$ cat config.mk
export PLATFORM = sky130hd
export DESIGN_NAME = hbt_ctrl
export DESIGN_NICKNAME = d
export VERILOG_FILES = /design/src/rtl/core/hbt_pkg.sv /design/src/rtl/core/hbt_ctrl.sv
export SDC_FILE = /design/constraint.sdc
export NUM_CORES = 1
export LEC_CHECK = 0
export BUFFER_PORTS_ARGS = -buffer_cell sky130_fd_sc_hd__buf_2
export CAP_MARGIN = 25
export CORE_AREA = 10 10 47 49
export CTS_CLUSTER_SIZE = 30
export DETAILED_ROUTE_END_ITERATION = 6
export DIE_AREA = 0 0 57 59
export PLACE_DENSITY = 0.58
export SKIP_LAST_GASP = 1
export SYNTH_ARGS = -nofsm -noshare
export SYNTH_HDL_FRONTEND = slang
export SYNTH_SLANG_ARGS = --single-unit
$ cat constraint.sdc
create_clock -name clock -period 1.6 [get_ports clock]
set_input_delay 0.16 -clock clock [delete_from_list [all_inputs] [get_ports clock]]
set_output_delay 0.16 -clock clock [all_outputs]
set_load 0.1 [all_outputs]
$ cat src/rtl/core/hbt_pkg.sv
// Package for the hex bitmap table: sizes, request codes and the
// command and status groups between the controller and the datapath.
// Used by every module of the block; depends on nothing.
package hbt_pkg;

   localparam int MAX_ENTRIES = 16;
   localparam int IDX_W       = (MAX_ENTRIES > 1) ? $clog2(MAX_ENTRIES) : 1;
   localparam int CNT_W       = $clog2(MAX_ENTRIES + 1);
   localparam int KEY_CHARS   = 16;
   localparam int FIELD_COUNT = 128;
   localparam int REQ_DATA_W  = 152;
   localparam int RSP_DATA_W  = 136;
   localparam logic [127:0] ASCII_ZEROS = {16{8'h30}};

   typedef enum logic [2:0] {
      OP_INSERT = 3'd0,
      OP_FIND   = 3'd1,
      OP_READ   = 3'd2,
      OP_SET    = 3'd3,
      OP_CLEAR  = 3'd4,
      OP_TEST   = 3'd5
   } hbt_op_type;

   typedef struct packed {
      logic load_req;
      logic scan_start;
      logic scan_step;
      logic acc_rd;
      logic insert;
      logic fld_wr;
      logic ok_wr;
      logic ok_val;
      logic rsp_load;
   } hbt_cmd_type;

   typedef struct packed {
      hbt_op_type op;
      logic       len_ok;
      logic       idx_ok;
      logic       fnum_ok;
      logic       full;
      logic       scan_hit;
      logic       scan_done;
      logic       fld_ok;
   } hbt_sts_type;

endpackage

$ cat src/rtl/core/hbt_ctrl.sv
// Controller state machine of the hex bitmap table.
// Depends on hbt_pkg; drives the datapath hbt_dp through command signals.
module hbt_ctrl (
   input  logic                clock,
   input  logic                reset,
   input  logic                req_tvalid,
   output logic                req_tready,
   output logic                rsp_tvalid,
   input  logic                rsp_tready,
   input  hbt_pkg::hbt_sts_type sts,
   output hbt_pkg::hbt_cmd_type cmd
);

   typedef enum logic [2:0] {
      ST_IDLE,
      ST_CHECK,
      ST_SCAN,
      ST_ACC_RD,
      ST_ACC_MOD,
      ST_FINISH
   } state_type;

   state_type state_ff;
   logic      rsp_valid_ff;
   logic      slot_free;

   assign slot_free  = !rsp_valid_ff || rsp_tready;
   assign req_tready = (state_ff == ST_IDLE);
   assign rsp_tvalid = rsp_valid_ff;

   always_comb begin
      cmd = '0;
      case (state_ff)
         ST_IDLE: begin
            cmd.load_req = req_tvalid;
         end
         ST_CHECK: begin
            case (sts.op)
               hbt_pkg::OP_INSERT: begin
                  if (sts.len_ok && !sts.full) begin
                     cmd.scan_start = 1'b1;
                  end else begin
                     cmd.ok_wr = 1'b1;
                  end
               end
               hbt_pkg::OP_FIND: begin
                  if (sts.len_ok) begin
                     cmd.scan_start = 1'b1;
                  end else begin
                     cmd.ok_wr = 1'b1;
                  end
               end
               hbt_pkg::OP_READ: begin
                  cmd.ok_wr = !(sts.len_ok && sts.idx_ok);
               end
               hbt_pkg::OP_SET, hbt_pkg::OP_CLEAR, hbt_pkg::OP_TEST: begin
                  cmd.ok_wr = !(sts.idx_ok && sts.fnum_ok);
               end
               default: begin
                  cmd.ok_wr = 1'b1;
               end
            endcase
         end
         ST_SCAN: begin
            cmd.scan_step = 1'b1;
            if (sts.scan_hit) begin
               cmd.ok_wr  = 1'b1;
               cmd.ok_val = (sts.op == hbt_pkg::OP_FIND);
            end else if (sts.scan_done) begin
               cmd.ok_wr  = 1'b1;
               cmd.insert = (sts.op == hbt_pkg::OP_INSERT);
               cmd.ok_val = (sts.op == hbt_pkg::OP_INSERT);
            end
         end
         ST_ACC_RD: begin
            cmd.acc_rd = 1'b1;
         end
         ST_ACC_MOD: begin
            cmd.ok_wr  = 1'b1;
            cmd.ok_val = (sts.op == hbt_pkg::OP_READ) ? 1'b1 : sts.fld_ok;
            cmd.fld_wr = (sts.op != hbt_pkg::OP_READ);
         end
         ST_FINISH: begin
            cmd.rsp_load = slot_free;
         end
         default: begin
            cmd = '0;
         end
      endcase
   end

   always_ff @(posedge clock) begin
      if (reset) begin
         state_ff     <= ST_IDLE;
         rsp_valid_ff <= 1'b0;
      end else begin
         if (cmd.rsp_load) begin
            rsp_valid_ff <= 1'b1;
         end else if (rsp_tready) begin
            rsp_valid_ff <= 1'b0;
         end
         case (state_ff)
            ST_IDLE: begin
               if (req_tvalid) begin
                  state_ff <= ST_CHECK;
               end
            end
            ST_CHECK: begin
               if (cmd.scan_start) begin
                  state_ff <= ST_SCAN;
               end else if (cmd.ok_wr) begin
                  state_ff <= ST_FINISH;
               end else begin
                  state_ff <= ST_ACC_RD;
               end
            end
            ST_SCAN: begin
               if (sts.scan_hit || sts.scan_done) begin
                  state_ff <= ST_FINISH;
               end
            end
            ST_ACC_RD: begin
               state_ff <= ST_ACC_MOD;
            end
            ST_ACC_MOD: begin
               state_ff <= ST_FINISH;
            end
            ST_FINISH: begin
               if (slot_free) begin
                  state_ff <= ST_IDLE;
               end
            end
            default: begin
               state_ff <= ST_IDLE;
            end
         endcase
      end
   end

   a_rsp_slot: assert property (@(posedge clock) disable iff (reset)
      cmd.rsp_load |-> (!rsp_valid_ff || rsp_tready))
      else $error("Result loaded while the output register is still occupied.");

   a_insert_ok: assert property (@(posedge clock) disable iff (reset)
      cmd.insert |-> (sts.scan_done && !sts.scan_hit && !sts.full))
      else $error("Insert issued without a finished miss on a table with room.");

   a_field_ok: assert property (@(posedge clock) disable iff (reset)
      cmd.fld_wr |-> (sts.idx_ok && sts.fnum_ok))
      else $error("Field write issued for a bad entry or field number.");

endmodule

After elaboration in Yosys (flattened, before gate mapping)
Index checks and enable logic that the tools add are counted.
- register bits after elaboration: 4
- word-level logic and storage cells: 58
- eq/ne operators: 14
- reductions and logical operators: 14
- mux-type cells: 28
- operators by type and width (operator ; number):
    $pmux 3 s6 ; 1
    $mux 1 ; 16
    $mux 3 ; 5
    $eq 3x2->1 const B ; 4
    $eq 3x3->1 const B ; 4
    $eq 3x1->1 const B ; 2
    $logic_not 3->1 ; 2
    $ne 2x2->1 const B ; 3
    $logic_not 1->1 ; 4
    $mux 2 ; 2
    $pmux 1 s2 ; 2
    $pmux 1 s4 ; 1
    $logic_and 1x1->1 ; 3
    $ne 3x2->1 const B ; 1
    $pmux 1 s3 ; 1
    $reduce_and 3->1 ; 1
    $reduce_or 3->1 ; 1
    $logic_or 1x1->1 ; 2
    $reduce_bool 2->1 ; 1

Longest topological paths before layout
- depth in word-level cells: 8
- mapped depth: 5
- mapped depth without buffers: 4

Worst setup path after synthesis
No wires, ideal clock.
- kind: register -> output
- start: reg state_ff[0]
- end: out cmd[8] (netlist name)
- slack: -2.093 ns
- stages on the path, launching flop included: 4
- arrival: 3.533 ns
- path buffers: 1
- cells stage by stage: dfxtp_1 > buf_2 > nor3_1 > and2_1
- RTL lines (item ; line ; text):
    start, declared ; hbt_ctrl.sv:23 ; state_type state_ff;
    start signal, assigned ; hbt_ctrl.sv:94 ; state_ff <= ST_IDLE;
    start signal, assigned ; hbt_ctrl.sv:105 ; state_ff <= ST_CHECK;
    start signal, assigned ; hbt_ctrl.sv:110 ; state_ff <= ST_SCAN;
    end, declared ; hbt_ctrl.sv:11 ; output hbt_pkg::hbt_cmd_type cmd

==> results list <==
* Status: finished, violations left
* Violations in the final reports: setup timing
* Routability congestion estimate: 0.7901
- Diode insertion count for antenna repair: 0
- Worst hold margin: about 130 ps
- Top Ports: 25
- Of the total power, combinational logic draws 0.707.
* Type of destination of the critical path: output port
- Dividing the final minimum period by the clock period gives 1.017.
- In the global route stage, overall resource usage came out at 0.08283.
- Number of setup violations in the final report: 1
- DIE HEIGHT: a little under 60 um
- The share of total power dissipated in sequential elements is 0.142.
* Critical path arrival: about 1500 ps
- In this run the power spent charging and discharging nets is between 0.0004 and 0.0005 W.
* Detail-routed via count per cell: roughly 4.8
* LEAKAGE: approximately 0.35 nW
- Num Clock Sinks: 4
* Share of the yosys chip area belonging to registers: 0.2032
- The first detailed-routing pass took 2 iterations.
- Hold Crit Class: input port to register
* Share of total power in the clock network: 0.151
- At the later pin of the worst-skew pair, clock insertion delay measures 240 ps.
* Post-detailed-route count of antenna-violating nets: 0
* Total congestion overflow after global routing: 0
- Synthesized instance count: 57
- DRC violations left: 0
- The number of antenna violations at the first check in global routing was 0.
- Util after Layout: 0.6045
- The die covers about 3400 um2.
- After the first detailed-routing iteration, the DRC count stood at 7.
* Final HPWL from detailed placement: approximately 1.2 mm
* CTS H-tree depth: 1
* Number of global-route vias before repair: between 500 and 600
- Number of buffer cells added on primary ports: 24
- The net count of the finished layout is 107.
* Internal Dissipation: ~0.00044 W
* FF-to-FF path depth: 6
- Along the worst path, the maximum fanout reaches 2.
* Capture point of the critical path: cmd[1]
* Net switching fraction of the power: 0.5075
* Timing-limited maximum frequency: roughly 0.61 GHz
- Area growth from synthesis to layout: 114.9%
- Dividing the synthesized area by the synthesized cell count gives ~7 um2.
* Number of enable flip-flop cells after synthesis: 0
* FF+latch count, synth: 4
* Worst slew pin tran: 487.5 ps
- Of the cells placed in the final design, the portion with a size suffix greater than 1 is 0.5978.
* Number of buffers on the longest clock path: 2
- The final hold violation count was 0.
- Fill cell instance count of the final layout: between 100 and 150
* TritonCTS clock tree: yes
- Final Total Pwr: about 0.0009 W
- Clock slew at reported path FFs: about 40 ps
- The number of nets in the synthesized netlist is between 70 and 80.
- After synthesis, the netlist uses 28 different library cells.
- Routed wire length: approximately 1.4 mm
- Max IR drop VDD: approximately 560 uV
- Max-slew headroom at the worst pin: 0.6773
- Across all layers, the routed design uses 518 vias.
* Worst flop-to-flop path startpoint: state_ff[2]
- In this run, CTS created clock tree buffers numbering 3.
- Setup slack on the worst flop-to-flop path: 300 ps
- For the final database, setup skew stands at ~8.5 ps.
* Time the worst path needs with I/O delays and setup: between 1500 and 2000 ps
- Max-cap check violation count: 0
- For this configuration, the core starts out at a cell density of 0.2813.
* Primary flip-flop cell chosen by synthesis mapping: sky130_fd_sc_hd__dfxtp_1
* Crit Path Class: register to output port
* Cell area after technology mapping: 394.1 um2
- Worst Setup SP: state_ff[2]
* Synth warnings: 0
* Post-route setup TNS: -27.37 ps
* RSZ-0062 raised after global routing: true
- The final number of max-transition violations is 0.
* Final critical-path setup slack: -27.37 ps
* Ys async rst share: 0
- After floorplanning, the core was divided into 14 placement rows.
* Terminus of the critical flop-to-flop path: state_ff[2]
* Category of the worst setup path launch point: register
- Power density of the placed cells: about 1100 nW/um2
- Post-Place Worst Slack: 96.23 ps
* Total core area: approximately 1400 um2
- Per-cell routed wire length: roughly 13 um
- Largest net degree at the start of global routing: 8
- The root buffer cell chosen for the clock tree is sky130_fd_sc_hd__clkbuf_4.
* Required time at the worst-slack endpoint: 1440 ps
- Wire length of the first global-routing pass: 2.311 mm
- The die is 57 um wide.
## worst max-delay path: stages (launching register included)
cell	delay [ps]
sky130_fd_sc_hd__dfxtp_4	330
sky130_fd_sc_hd__nand2b_4	130
sky130_fd_sc_hd__or4_4	420
sky130_fd_sc_hd__a21oi_4	150
sky130_fd_sc_hd__buf_12	180
## kinds of logic (layout without fill, tap and decap cells)
logic type	count (synthesis)	after routing	share of synthesized area
AOI/OAI and AO/OA	15	15	0.2381
and+or+nand+nor	34	34	0.5016
muxes	1	1	0.02540
buffers and inverters	3	38	0.03174
DFF	4	4	0.2032
## worst min path at each step
| stage | cells past startpoint | slack (ps) | end | startpoint |
|---|---|---|---|---|
| floorplan | 1 | 220 | rsp_tvalid | reset |
| global placement | 2 | 370 | state_ff[1] | reset |
| detailed placement | 2 | 370 | state_ff[1] | reset |
| CTS | 2 | 120 | state_ff[1] | reset |
| global route | 2 | 120 | state_ff[1] | reset |
| finish | 2 | 130 | state_ff[1] | reset |
## power by group through the flow
stage	Combinational, W	Sequential (W)	Clock, W
2_1_floorplan	0.000397	0.000144	0
3_3_place_gp	0.000625	0.000131	0
3_5_place_dp	0.000629	0.000131	0
4_1_cts	0.000641	0.000129	0.000141
5_1_grt	0.000667	0.000129	0.000145
6_report	0.000637	0.000128	0.000136
## stage by stage
| step | std cells | instance area, um2 |
|---|---|---|
| floorplan | 57 | 476.7 |
| global placement | 101 | 793.3 |
| detailed placement | 101 | 793.3 |
| CTS | 108 | 847.1 |
| global route | 108 | 847.1 |
| finish | 108 | 847.1 |
## routing by layer
layer | routed length [um] | GRT usage | part of all wire | up-vias
met1 | 537 | 0.08392 | 0.39 | 226
met3 | 71 | 0.02575 | 0.051 | 0
li1 | - | - | - | 282
met4 | 0 | 0.03020 | 0 | 0
met5 | 0 | 0 | 0 | -
met2 | 785 | 0.1550 | 0.56 | 10
## flip-flops by register name, indices dropped and copies added, names as in the netlist
| register | flops |
|---|---|
| rsp_tvalid | 1 |
| state_ff | 3 |
## timing repair
| item | in CTS | in global routing |
|---|---|---|
| setup endpoints to repair | 3 | 2 |
| cloned | 0 | 0 |
| pin swaps | 5 | 0 |
| resized for setup | 2 | 1 |
| buffers inserted | 3 | 0 |
| hold buffers | 0 | 0 |
## layout by cell type (no fill, tap or decap), drive strengths merged, types with 3 or more instances in the layout
cell and instances:
nand2 7, nor3 3, o21ai 3, dfxtp 4, clkbuf 4, buf 32, nor2 8, nand2b 3
a21oi 5
## cells in the mapped netlist (2+ instances only)
cell type,n,area share
sky130_fd_sc_hd__nand2_1,7,0.067
sky130_fd_sc_hd__and3_1,2,0.032
sky130_fd_sc_hd__nor3_1,3,0.038
sky130_fd_sc_hd__a21oi_1,5,0.063
sky130_fd_sc_hd__nor4b_1,2,0.044
sky130_fd_sc_hd__nand2b_1,2,0.032
sky130_fd_sc_hd__nand3_1,2,0.025
sky130_fd_sc_hd__nor2_1,7,0.067
sky130_fd_sc_hd__o21ai_0,3,0.038
sky130_fd_sc_hd__inv_1,2,0.019
sky130_fd_sc_hd__nand3b_1,2,0.038
sky130_fd_sc_hd__dfxtp_1,4,0.20
## area by class of cell
cell class	instances	area [um2]	share of cell area
Timing Repair Buffer	32	330.3	0.3900
Multi-Input combinational cell	50	374.1	0.4417
Sequential cell	4	88.84	0.1049
Clock buffer	4	26.28	0.03102
Inverter	2	7.507	0.008863
Tap cell	16	20.02	0.02363
No activity file was read; power rests on OpenSTA's default activity.
