--- src/rtl/core/hbt_pkg.sv ---
// Package for the hex bitmap table: sizes, request codes and the
// command and status groups between the controller and the datapath.
// Used by every module of the block; depends on nothing.
package hbt_pkg;

   localparam int MAX_ENTRIES = 16;
   localparam int IDX_W       = (MAX_ENTRIES > 1) ? $clog2(MAX_ENTRIES) : 1;
   localparam int CNT_W       = $clog2(MAX_ENTRIES + 1);
   localparam int KEY_CHARS   = 16;
   localparam int FIELD_COUNT = 128;
   localparam int REQ_DATA_W  = 152;
   localparam int RSP_DATA_W  = 136;
   localparam logic [127:0] ASCII_ZEROS = {16{8'h30}};

   typedef enum logic [2:0] {
      OP_INSERT = 3'd0,
      OP_FIND   = 3'd1,
      OP_READ   = 3'd2,
      OP_SET    = 3'd3,
      OP_CLEAR  = 3'd4,
      OP_TEST   = 3'd5
   } hbt_op_type;

   typedef struct packed {
      logic load_req;
      logic scan_start;
      logic scan_step;
      logic acc_rd;
      logic insert;
      logic fld_wr;
      logic ok_wr;
      logic ok_val;
      logic rsp_load;
   } hbt_cmd_type;

   typedef struct packed {
      hbt_op_type op;
      logic       len_ok;
      logic       idx_ok;
      logic       fnum_ok;
      logic       full;
      logic       scan_hit;
      logic       scan_done;
      logic       fld_ok;
   } hbt_sts_type;

endpackage

--- src/rtl/core/hbt_dp.sv ---
// Datapath of the hex bitmap table: request registers, the primary and
// secondary map memories, the search pointer and the field logic.
// Depends on hbt_pkg; controlled by hbt_ctrl.
module hbt_dp (
   input  logic                                clock,
   input  logic                                reset,
   input  hbt_pkg::hbt_cmd_type                cmd,
   output hbt_pkg::hbt_sts_type                sts,
   input  logic [2:0]                          req_tuser,
   input  logic [hbt_pkg::REQ_DATA_W-1:0]      req_tdata,
   output logic [hbt_pkg::RSP_DATA_W-1:0]      rsp_tdata
);

   localparam int IDX_W = hbt_pkg::IDX_W;
   localparam int CNT_W = hbt_pkg::CNT_W;

   logic [2:0]       op_ff;
   logic [63:0]      key_hi_ff;
   logic [63:0]      key_lo_ff;
   logic [7:0]       len_ff;
   logic [7:0]       idx_ff;
   logic [7:0]       fnum_ff;
   logic [CNT_W-1:0] count_ff;
   logic [CNT_W-1:0] issue_ff;
   logic             pend_ff;
   logic             ok_ff;

   logic [127:0] prim_mem [hbt_pkg::MAX_ENTRIES];
   logic [127:0] sec_mem  [hbt_pkg::MAX_ENTRIES];
   logic         sec_vld_ff [hbt_pkg::MAX_ENTRIES];
   logic [127:0] prim_rd_ff;
   logic [127:0] sec_rd_ff;
   logic         sec_vld_rd_ff;

   logic         rsp_success_ff;
   logic [127:0] rsp_data_ff;
   logic [4:0]   rsp_count_ff;

   hbt_pkg::hbt_op_type op;
   logic             issue_lt;
   logic             prim_rd_en;
   logic [IDX_W-1:0] prim_ra;
   logic [IDX_W-1:0] acc_idx;
   logic             prim_we;
   logic [IDX_W-1:0] prim_wa;
   logic [127:0]     prim_wd;
   logic             sec_we;
   logic [6:0]       fld;
   logic             sec_sel;
   logic [3:0]       pos_sh;
   logic [3:0]       mask;
   logic [127:0]     word;
   logic [7:0]       ch;
   logic             hex_ok;
   logic [3:0]       hv;
   logic [3:0]       nv;
   logic [7:0]       nch;
   logic [127:0]     new_word;
   logic             fld_we;
   logic             fld_ok;

   assign op       = hbt_pkg::hbt_op_type'(op_ff);
   assign acc_idx  = idx_ff[IDX_W-1:0];
   assign issue_lt = (issue_ff < count_ff);

   assign sts.op        = op;
   assign sts.len_ok    = (len_ff >= 8'(hbt_pkg::KEY_CHARS));
   assign sts.idx_ok    = (32'(idx_ff) < 32'(count_ff));
   assign sts.fnum_ok   = (fnum_ff != 8'd0) && (fnum_ff <= 8'(hbt_pkg::FIELD_COUNT));
   assign sts.full      = (count_ff == CNT_W'(hbt_pkg::MAX_ENTRIES));
   assign sts.scan_hit  = pend_ff && (prim_rd_ff == {key_hi_ff, key_lo_ff});
   assign sts.scan_done = !pend_ff && !issue_lt;
   assign sts.fld_ok    = fld_ok;

   always_ff @(posedge clock) begin
      if (cmd.load_req) begin
         op_ff     <= req_tuser;
         key_hi_ff <= req_tdata[63:0];
         key_lo_ff <= req_tdata[127:64];
         len_ff    <= req_tdata[135:128];
         idx_ff    <= req_tdata[143:136];
         fnum_ff   <= req_tdata[151:144];
      end
   end

   always_ff @(posedge clock) begin
      if (reset) begin
         count_ff <= '0;
         issue_ff <= '0;
         pend_ff  <= 1'b0;
         ok_ff    <= 1'b0;
      end else begin
         if (cmd.insert) begin
            count_ff <= count_ff + 1'b1;
         end
         if (cmd.scan_start) begin
            issue_ff <= '0;
            pend_ff  <= 1'b0;
         end else if (cmd.scan_step) begin
            pend_ff <= issue_lt;
            if (issue_lt) begin
               issue_ff <= issue_ff + 1'b1;
            end
         end
         if (cmd.ok_wr) begin
            ok_ff <= cmd.ok_val;
         end
      end
   end

   // Field n sits in character (n-1)/4 of the map, bit 3-((n-1)%4).
   always_comb begin
      fld     = 7'(fnum_ff - 8'd1);
      sec_sel = fld[6];
      pos_sh  = ~fld[5:2];
      mask    = 4'b1000 >> fld[1:0];
      if (sec_sel) begin
         word = sec_vld_rd_ff ? sec_rd_ff : hbt_pkg::ASCII_ZEROS;
      end else begin
         word = prim_rd_ff;
      end
      ch     = word[{pos_sh, 3'b000} +: 8];
      hex_ok = 1'b0;
      hv     = 4'd0;
      if (ch inside {[8'h30:8'h39]}) begin
         hex_ok = 1'b1;
         hv     = ch[3:0];
      end else if (ch inside {[8'h41:8'h46]}) begin
         hex_ok = 1'b1;
         hv     = 4'(ch[3:0] + 4'd9);
      end
      nv  = (op == hbt_pkg::OP_SET) ? (hv | mask) : (hv & ~mask);
      nch = (nv < 4'd10) ? {4'h3, nv} : {4'h4, 4'(nv - 4'd9)};
      for (int b = 0; b < 16; b++) begin
         new_word[b*8 +: 8] = (4'(b) == pos_sh) ? nch : word[b*8 +: 8];
      end
      fld_we = hex_ok && ((op == hbt_pkg::OP_SET) || (op == hbt_pkg::OP_CLEAR));
      fld_ok = hex_ok && ((op == hbt_pkg::OP_TEST) ? |(hv & mask) : 1'b1);
   end

   always_comb begin
      prim_rd_en = (cmd.scan_step && issue_lt) || cmd.acc_rd;
      prim_ra    = cmd.scan_step ? issue_ff[IDX_W-1:0] : acc_idx;
      prim_we    = cmd.insert || (cmd.fld_wr && fld_we && !sec_sel);
      prim_wa    = cmd.insert ? count_ff[IDX_W-1:0] : acc_idx;
      prim_wd    = cmd.insert ? {key_hi_ff, key_lo_ff} : new_word;
      sec_we     = cmd.fld_wr && fld_we && sec_sel;
   end

   always_ff @(posedge clock) begin
      if (prim_we) begin
         prim_mem[prim_wa] <= prim_wd;
      end
      if (prim_rd_en) begin
         prim_rd_ff <= prim_mem[prim_ra];
      end
   end

   always_ff @(posedge clock) begin
      if (sec_we) begin
         sec_mem[acc_idx] <= new_word;
      end
      if (cmd.acc_rd) begin
         sec_rd_ff     <= sec_mem[acc_idx];
         sec_vld_rd_ff <= sec_vld_ff[acc_idx];
      end
   end

   // An unwritten secondary entry reads as all ASCII zeros.
   always_ff @(posedge clock) begin
      if (reset) begin
         for (int i = 0; i < hbt_pkg::MAX_ENTRIES; i++) begin
            sec_vld_ff[i] <= 1'b0;
         end
      end else if (sec_we) begin
         sec_vld_ff[acc_idx] <= 1'b1;
      end
   end

   always_ff @(posedge clock) begin
      if (cmd.rsp_load) begin
         rsp_success_ff <= ok_ff;
         rsp_data_ff    <= ((op == hbt_pkg::OP_READ) && ok_ff) ? prim_rd_ff : '0;
         rsp_count_ff   <= 5'(count_ff);
      end
   end

   assign rsp_tdata = {2'b00, rsp_count_ff, rsp_data_ff[63:0], rsp_data_ff[127:64],
                       rsp_success_ff};

   a_count_range: assert property (@(posedge clock) disable iff (reset)
      count_ff <= CNT_W'(hbt_pkg::MAX_ENTRIES))
      else $error("Entry count beyond table size.");

   a_count_inc: assert property (@(posedge clock) disable iff (reset)
      cmd.insert |=> (count_ff == CNT_W'($past(count_ff) + 1'b1)))
      else $error("Insert did not add exactly one entry.");

   a_count_hold: assert property (@(posedge clock) disable iff (reset)
      !cmd.insert |=> $stable(count_ff))
      else $error("Entry count changed without an insert.");

endmodule

--- config.mk ---
export PLATFORM = sky130hd
export DESIGN_NAME = hbt_dp
export DESIGN_NICKNAME = d
export VERILOG_FILES = /design/src/rtl/core/hbt_pkg.sv /design/src/rtl/core/hbt_dp.sv
export SDC_FILE = /design/constraint.sdc
export NUM_CORES = 2
export LEC_CHECK = 0
export ABC_AREA = 1
export BUFFER_PORTS_ARGS = -buffer_cell sky130_fd_sc_hd__buf_4
export CAP_MARGIN = 25
export CELL_PAD_IN_SITES_DETAIL_PLACEMENT = 1
export CELL_PAD_IN_SITES_GLOBAL_PLACEMENT = 1
export CORE_MARGIN = 2
export CORE_UTILIZATION = 25
export CTS_CLUSTER_DIAMETER = 200
export CTS_CLUSTER_SIZE = 16
export DETAILED_ROUTE_END_ITERATION = 8
export HOLD_SLACK_MARGIN = 0.08
export PLACE_DENSITY = 0.54
export RECOVER_POWER = 25
export SETUP_SLACK_MARGIN = 0.05
export SLEW_MARGIN = 5
export SYNTH_ARGS = -nofsm -noshare
export SYNTH_HDL_FRONTEND = slang
export SYNTH_MEMORY_MAX_BITS = 65536
export SYNTH_SLANG_ARGS = --single-unit
--- constraint.sdc ---
create_clock -name clock -period 13.71 [get_ports clock]
set_input_delay 4.113 -clock clock [delete_from_list [all_inputs] [get_ports clock]]
set_output_delay 4.113 -clock clock [all_outputs]
set_load 0.05 [all_outputs]
# Yosys cells after proc, flatten, opt, wreduce, memory -nomap -nowiden
# Memory sizes are Yosys's and may differ from the RTL's. A register that Yosys moved wholly into a read port is not among the register bits.
# Index checks and enable logic that the tools add are counted.
# totals
regBits	301
ramBits	4112
input_bits	166
out_inout_bits	146
word_cells	121
memories	3
# mem_list
memory	words	width	read_ports	rd_ports_with_merged_regs	write_ports	line	source
prim_mem	16	128	1	1	1	hbt_dp.sv:28	logic [127:0] prim_mem [hbt_pkg::MAX_ENTRIES];
sec_mem	16	128	1	1	1	hbt_dp.sv:29	logic [127:0] sec_mem [hbt_pkg::MAX_ENTRIES];
sec_vld_ff	16	1	1	1	16	hbt_dp.sv:30	logic sec_vld_ff [hbt_pkg::MAX_ENTRIES];
# classes
addsub	5
order_cmp	9
n_eq_ne	21
shifts	2
mux	39
n_bitwise	5
reduce_logical	24
# ops
operator	n
128-bit 2-to-1 mux	3
128-bit equality test	1
8-bit 2-to-1 mux	16
128-bit by 8-bit indexed part select with 8-bit output	1
4-bit equality test, first input constant	8
4-bit 2-to-1 mux	6
3-bit by 4-bit equality test with 1-bit output, first input constant	4
1-bit 2-to-1 mux	13
1-bit logical AND	12
5-bit by 1-bit adder with 5-bit output, second input constant	2
4-bit bitwise AND	2
2-bit by 4-bit equality test with 1-bit output, first input constant	2
8-bit by 5-bit greater-or-equal comparator with 1-bit output, second input constant	1
8-bit by 6-bit greater-or-equal comparator with 1-bit output, second input constant	1
8-bit by 7-bit greater-or-equal comparator with 1-bit output, second input constant	1
8-bit by 6-bit less-or-equal comparator with 1-bit output, second input constant	1
8-bit by 7-bit less-or-equal comparator with 1-bit output, second input constant	1
8-bit less-or-equal comparator, second input constant	1
8-bit by 5-bit less-than comparator with 1-bit output	1
4-bit NOT	2
8-bit nonzero test	1
7-bit 2-to-1 mux	1
7-bit by 1-bit subtractor with 7-bit output, second input constant	1
3-bit by 2-bit equality test with 1-bit output, second input constant	2
other kinds (16)	21

# Logic depth before layout (Yosys ltp)
# logic_depth
word_depth	15
ltp_mapped	31
ltp_nobuf	29

# Worst setup path before layout
# No wires, ideal clock.
# synth_timing
path_type	input port to flip-flop
startpoint	in cmd[4] in the netlist's numbering
endpoint	mem prim_mem[13][0] (enable)
setup_time_ns	0.617
arrival_time_ns	10.426
t_required_ns	13.093
setup_slack_ns	2.667
stages	9
path_buffers	2
cell_sequence	clkbuf_1 > inv_1 > clkbuf_1 > nor2_1 > a21oi_1 > inv_1 > nor2_1 > nand2_1 > nor2_1
# synth_between
elab_chain_cells	3
word_cells_on_any_way	4
cone_classes	mux (3); reduce/logical (1)
# synth_lines
item	line	source
start: declaration	hbt_dp.sv:7	input hbt_pkg::hbt_cmd_type cmd,
1-bit logical OR	hbt_dp.sv:144	prim_we = cmd.insert || (cmd.fld_wr && fld_we && !sec_sel);
1-bit 2-to-1 mux	hbt_dp.sv:151	if (prim_we) begin
1-bit 2-to-1 mux (not written as such)	hbt_dp.sv:152	prim_mem[prim_wa] <= prim_wd;
end: declaration	hbt_dp.sv:28	
# Several ways; a longest one is shown, not always the timed one.

==> results_dict.tcl <==
set metrics [dict create \
    drt-initial-drc-count 12500 \
    area_growth_pct 12.2 \
    initial_core_util 0.251 \
    drv_slew 2255 \
    rsz0062_at_grt "no" \
    grt_max_degree 144 \
    coreArea_sq_um 718000 \
    final_nets 12900 \
    ys_async_sr_fraction 0 \
    fmax_mhz 81.5 \
    setup_ws_ns 1.44 \
    ctsHoldBuffers 0 \
    setup_tns_ns 0 \
    wl_um 688000 \
    wl_per_cell_um 30.8 \
    nFillCells 76600 \
    cts_root_buffer "clkbuf_16" \
    status "complete, but fails checks" \
    synthesis.area_sq_um 180000 \
    worstPathRequired_ns 9.60 \
    cts_max_path_buffers 4 \
    violations "capacitance limit, slew limit" \
    r2r_slack_ns 1.65 \
    synth-warning-count 0 \
    grt_pass1_vias 111000 \
    max_stage_delay_ns 1.93 \
    clk_latency_ns 1.06 \
    multi_input_area_sq_um 36000 \
    finalCriticalPeriod_ns 12.27 \
    ant_nets 0 \
    slew_headroom -4.79 \
    dp.cells 21900 \
    critPathKind "reg -> out" \
    htreeDepth 5 \
    synth_cell_types 54 \
    cp_slowest_cell "clkbuf_1" \
    crit_buf_inv 6 \
    path_cells "nor2_1, inv_1, nand2_1, nand2_1, nor2_4, clkbuf_1, inv_1, o21ai_1, nor2_1, nor2_1, nor2_1, nand2_1, o21ai_1, nand2_1, inv_1, nand2_1, nand2_1, a21oi_1, nand3_1, o21ai_1, inv_1, buf_4" \
    synth_seq_cells 4666 \
    die_w_um 853 \
    hp-class "reg -> reg" \
    cts_tree "built" \
    cpLargestDelayFamily "buffers and inverters" \
    finalHoldViolations 0 \
    viasPerCell 5.07 \
    clock_sinks 4666 \
    start_kind "register" \
    vias 113000 \
    cp_max_fo 31 \
    p_leak_uw 0.0629 \
    drive_gt1_frac 0.0634 \
    cts-resized-gates 0 \
    place_hpwl_um 413000 \
    peakVddDrop_mv 0.103 \
    synth-edff-count 4638 \
    first_pass_iters 5 \
    postCtsSetupRepairBufs 0 \
    period_share 0.895 \
    gr-total-overflow 0 \
    grt_pass1_wl_um 937000 \
    final_core_util 0.282 \
    tightest_slew_ns 8.69 \
    syn_area_per_cell_sq_um 14.3 \
    ff_latch_area_sq_um 140000 \
    boundaryPins 312 \
    cap_violations 53 \
    stdcell_count 22300 \
    detail_route.drc_violations 0 \
    routabilityCongestion 0.921 \
    die_area_sq_um 727000 \
    grt_usage 0.181 \
    rows 311 \
    dp_slack_ns 3.97 \
    synthCells 12600 \
    portBuffers 305 \
    power_density_nw_per_um2 146 \
    finalSetupViolCount 0 \
    die_h_um 853 \
    end_kind "primary output" \
    clock_skew_ns 0.0957 \
    path_clk_slew_ns 0.08 \
    cp_common_cell "nand2_1" \
    ys.flop_type "edfxtp_1" \
    critical_path_arrival_ns 8.15 \
    antenna_found_initial 74 \
    ys_seq_area_frac 0.777 \
    cts_made_buffers 329 \
]
power breakdown:
group	leakage [uW]	internal, uW	total, uW	switching [uW]
logic	0.0159	666	3430	2770
clock network	0.00427	4380	9320	4940
registers	0.0428	16500	16800	290
state kept, by name, summed over array words and instances (netlist names), 3 cells and up:
register / count
issue_ff: 5
rsp_data_ff: 128
idx_ff: 8
sec_vld_ff: 16
prim_rd_ff: 128
len_ff: 4
key_hi_ff: 64
prim_mem: 2048
count_ff: 5
rsp_count_ff: 5
sec_mem: 2048
fnum_ff: 8
op: 3
sec_rd_ff: 128
key_lo_ff: 64
per-stage QoR:
step	hold WS, ns	area (sq um)	total power, uW
finish	0.469	202000	29500
global route	0.498	202000	30300
CTS	0.472	203000	29700
detailed placement	0.453	195000	20500
global placement	0.447	194000	20400
floorplan	0.425	180000	18600
placed cells by master, fill, tap and decap left out, drive strengths merged, types with 9 or more instances in the layout:
cell    instances
dfxtp          28
or2            24
clkbuf        749
nand4          14
xor2           11
edfxtp       4638
or4           131
nand3         286
ha             15
a221oi          9
o21a           28
o21bai         15
o221ai         82
a21oi         531
nor2         1485
and2           77
o211ai         42
diode          52
xnor2          15
o22ai         567
inv           303
o21ai        1452
nand2         902
nor4           24
a22oi        1027
buf           246
worst register-to-register path, stage by stage (launching register included):
cell	delay, ns
edfxtp_1	0.56
nand2_1	0.12
clkinvlp_2	0.99
clkbuf_1	5.52
clkbuf_1	2.31
buf_4	0.82
buf_4	0.74
a22oi_1	0.24
a21oi_1	0.18
or4_1	0.33
logic make-up (layout without fill, tap and decap cells):
family          count (synthesis)  in the layout  synth area share
simple gates                 2954           2954            0.0697
compound gates               3765           3765             0.127
other cells                     1             54         0.0000208
xor+xnor                       26             26           0.00126
buf+inv                      1129           1308            0.0247
fa+ha+maj                      15             15           0.00104
flops                        4666           4666             0.777
cell type report:
| cell class | instances | area share |
|---|---|---|
| Timing Repair Buffer | 641 | 0.0211 |
| Sequential cell | 4666 | 0.692 |
| Antenna cell | 52 | 0.000644 |
| Tap cell | 9546 | 0.0591 |
| Clock buffer | 354 | 0.0419 |
| Multi-Input combinational cell | 6762 | 0.178 |
| Clock inverter | 17 | 0.00118 |
| Inverter | 296 | 0.00576 |
final timing paths:
path / to / cells past startpoint / from
worst min-delay path: sec_vld_ff[4] / 1 / sec_vld_ff[4]
worst max-delay path: sts[0] / 22 / fnum_ff[0]
worst max register to register: sec_rd_ff[36] / 9 / idx_ff[1]
worst min register to register: sec_vld_ff[4] / 1 / sec_vld_ff[4]
routing by layer:
layer	global-route usage	part of all wire
met5	0	0.00025
met4	0.0959	0.062
met3	0.0236	0.061
met2	0.279	0.44
met1	0.250	0.43
cell usage after synthesis, types with 17 or more instances:
| library cell | count | area share |
|---|---|---|
| edfxtp_1 | 4638 | 0.77 |
| buf_2 | 29 | 0.00081 |
| dfxtp_1 | 28 | 0.0031 |
| clkbuf_1 | 738 | 0.015 |
| o21ai_2 | 19 | 0.00092 |
| or4_1 | 131 | 0.0055 |
| o221ai_1 | 82 | 0.0040 |
| nand3_1 | 283 | 0.0079 |
| nor4_1 | 24 | 0.00083 |
| o21ai_0 | 1389 | 0.039 |
| o22ai_1 | 567 | 0.020 |
| and2_1 | 77 | 0.0027 |
| buf_1 | 41 | 0.00085 |
| a21oi_1 | 531 | 0.015 |
| o21a_1 | 28 | 0.0012 |
| or2_2 | 23 | 0.00080 |
| inv_1 | 291 | 0.0061 |
| nor2_1 | 1476 | 0.031 |
| o211ai_1 | 35 | 0.0015 |
| a22oi_1 | 1027 | 0.043 |
| buf_6 | 17 | 0.0011 |
| o21ai_1 | 44 | 0.0012 |
| nand2_1 | 871 | 0.018 |
No activity file was read; power rests on OpenSTA's default activity.
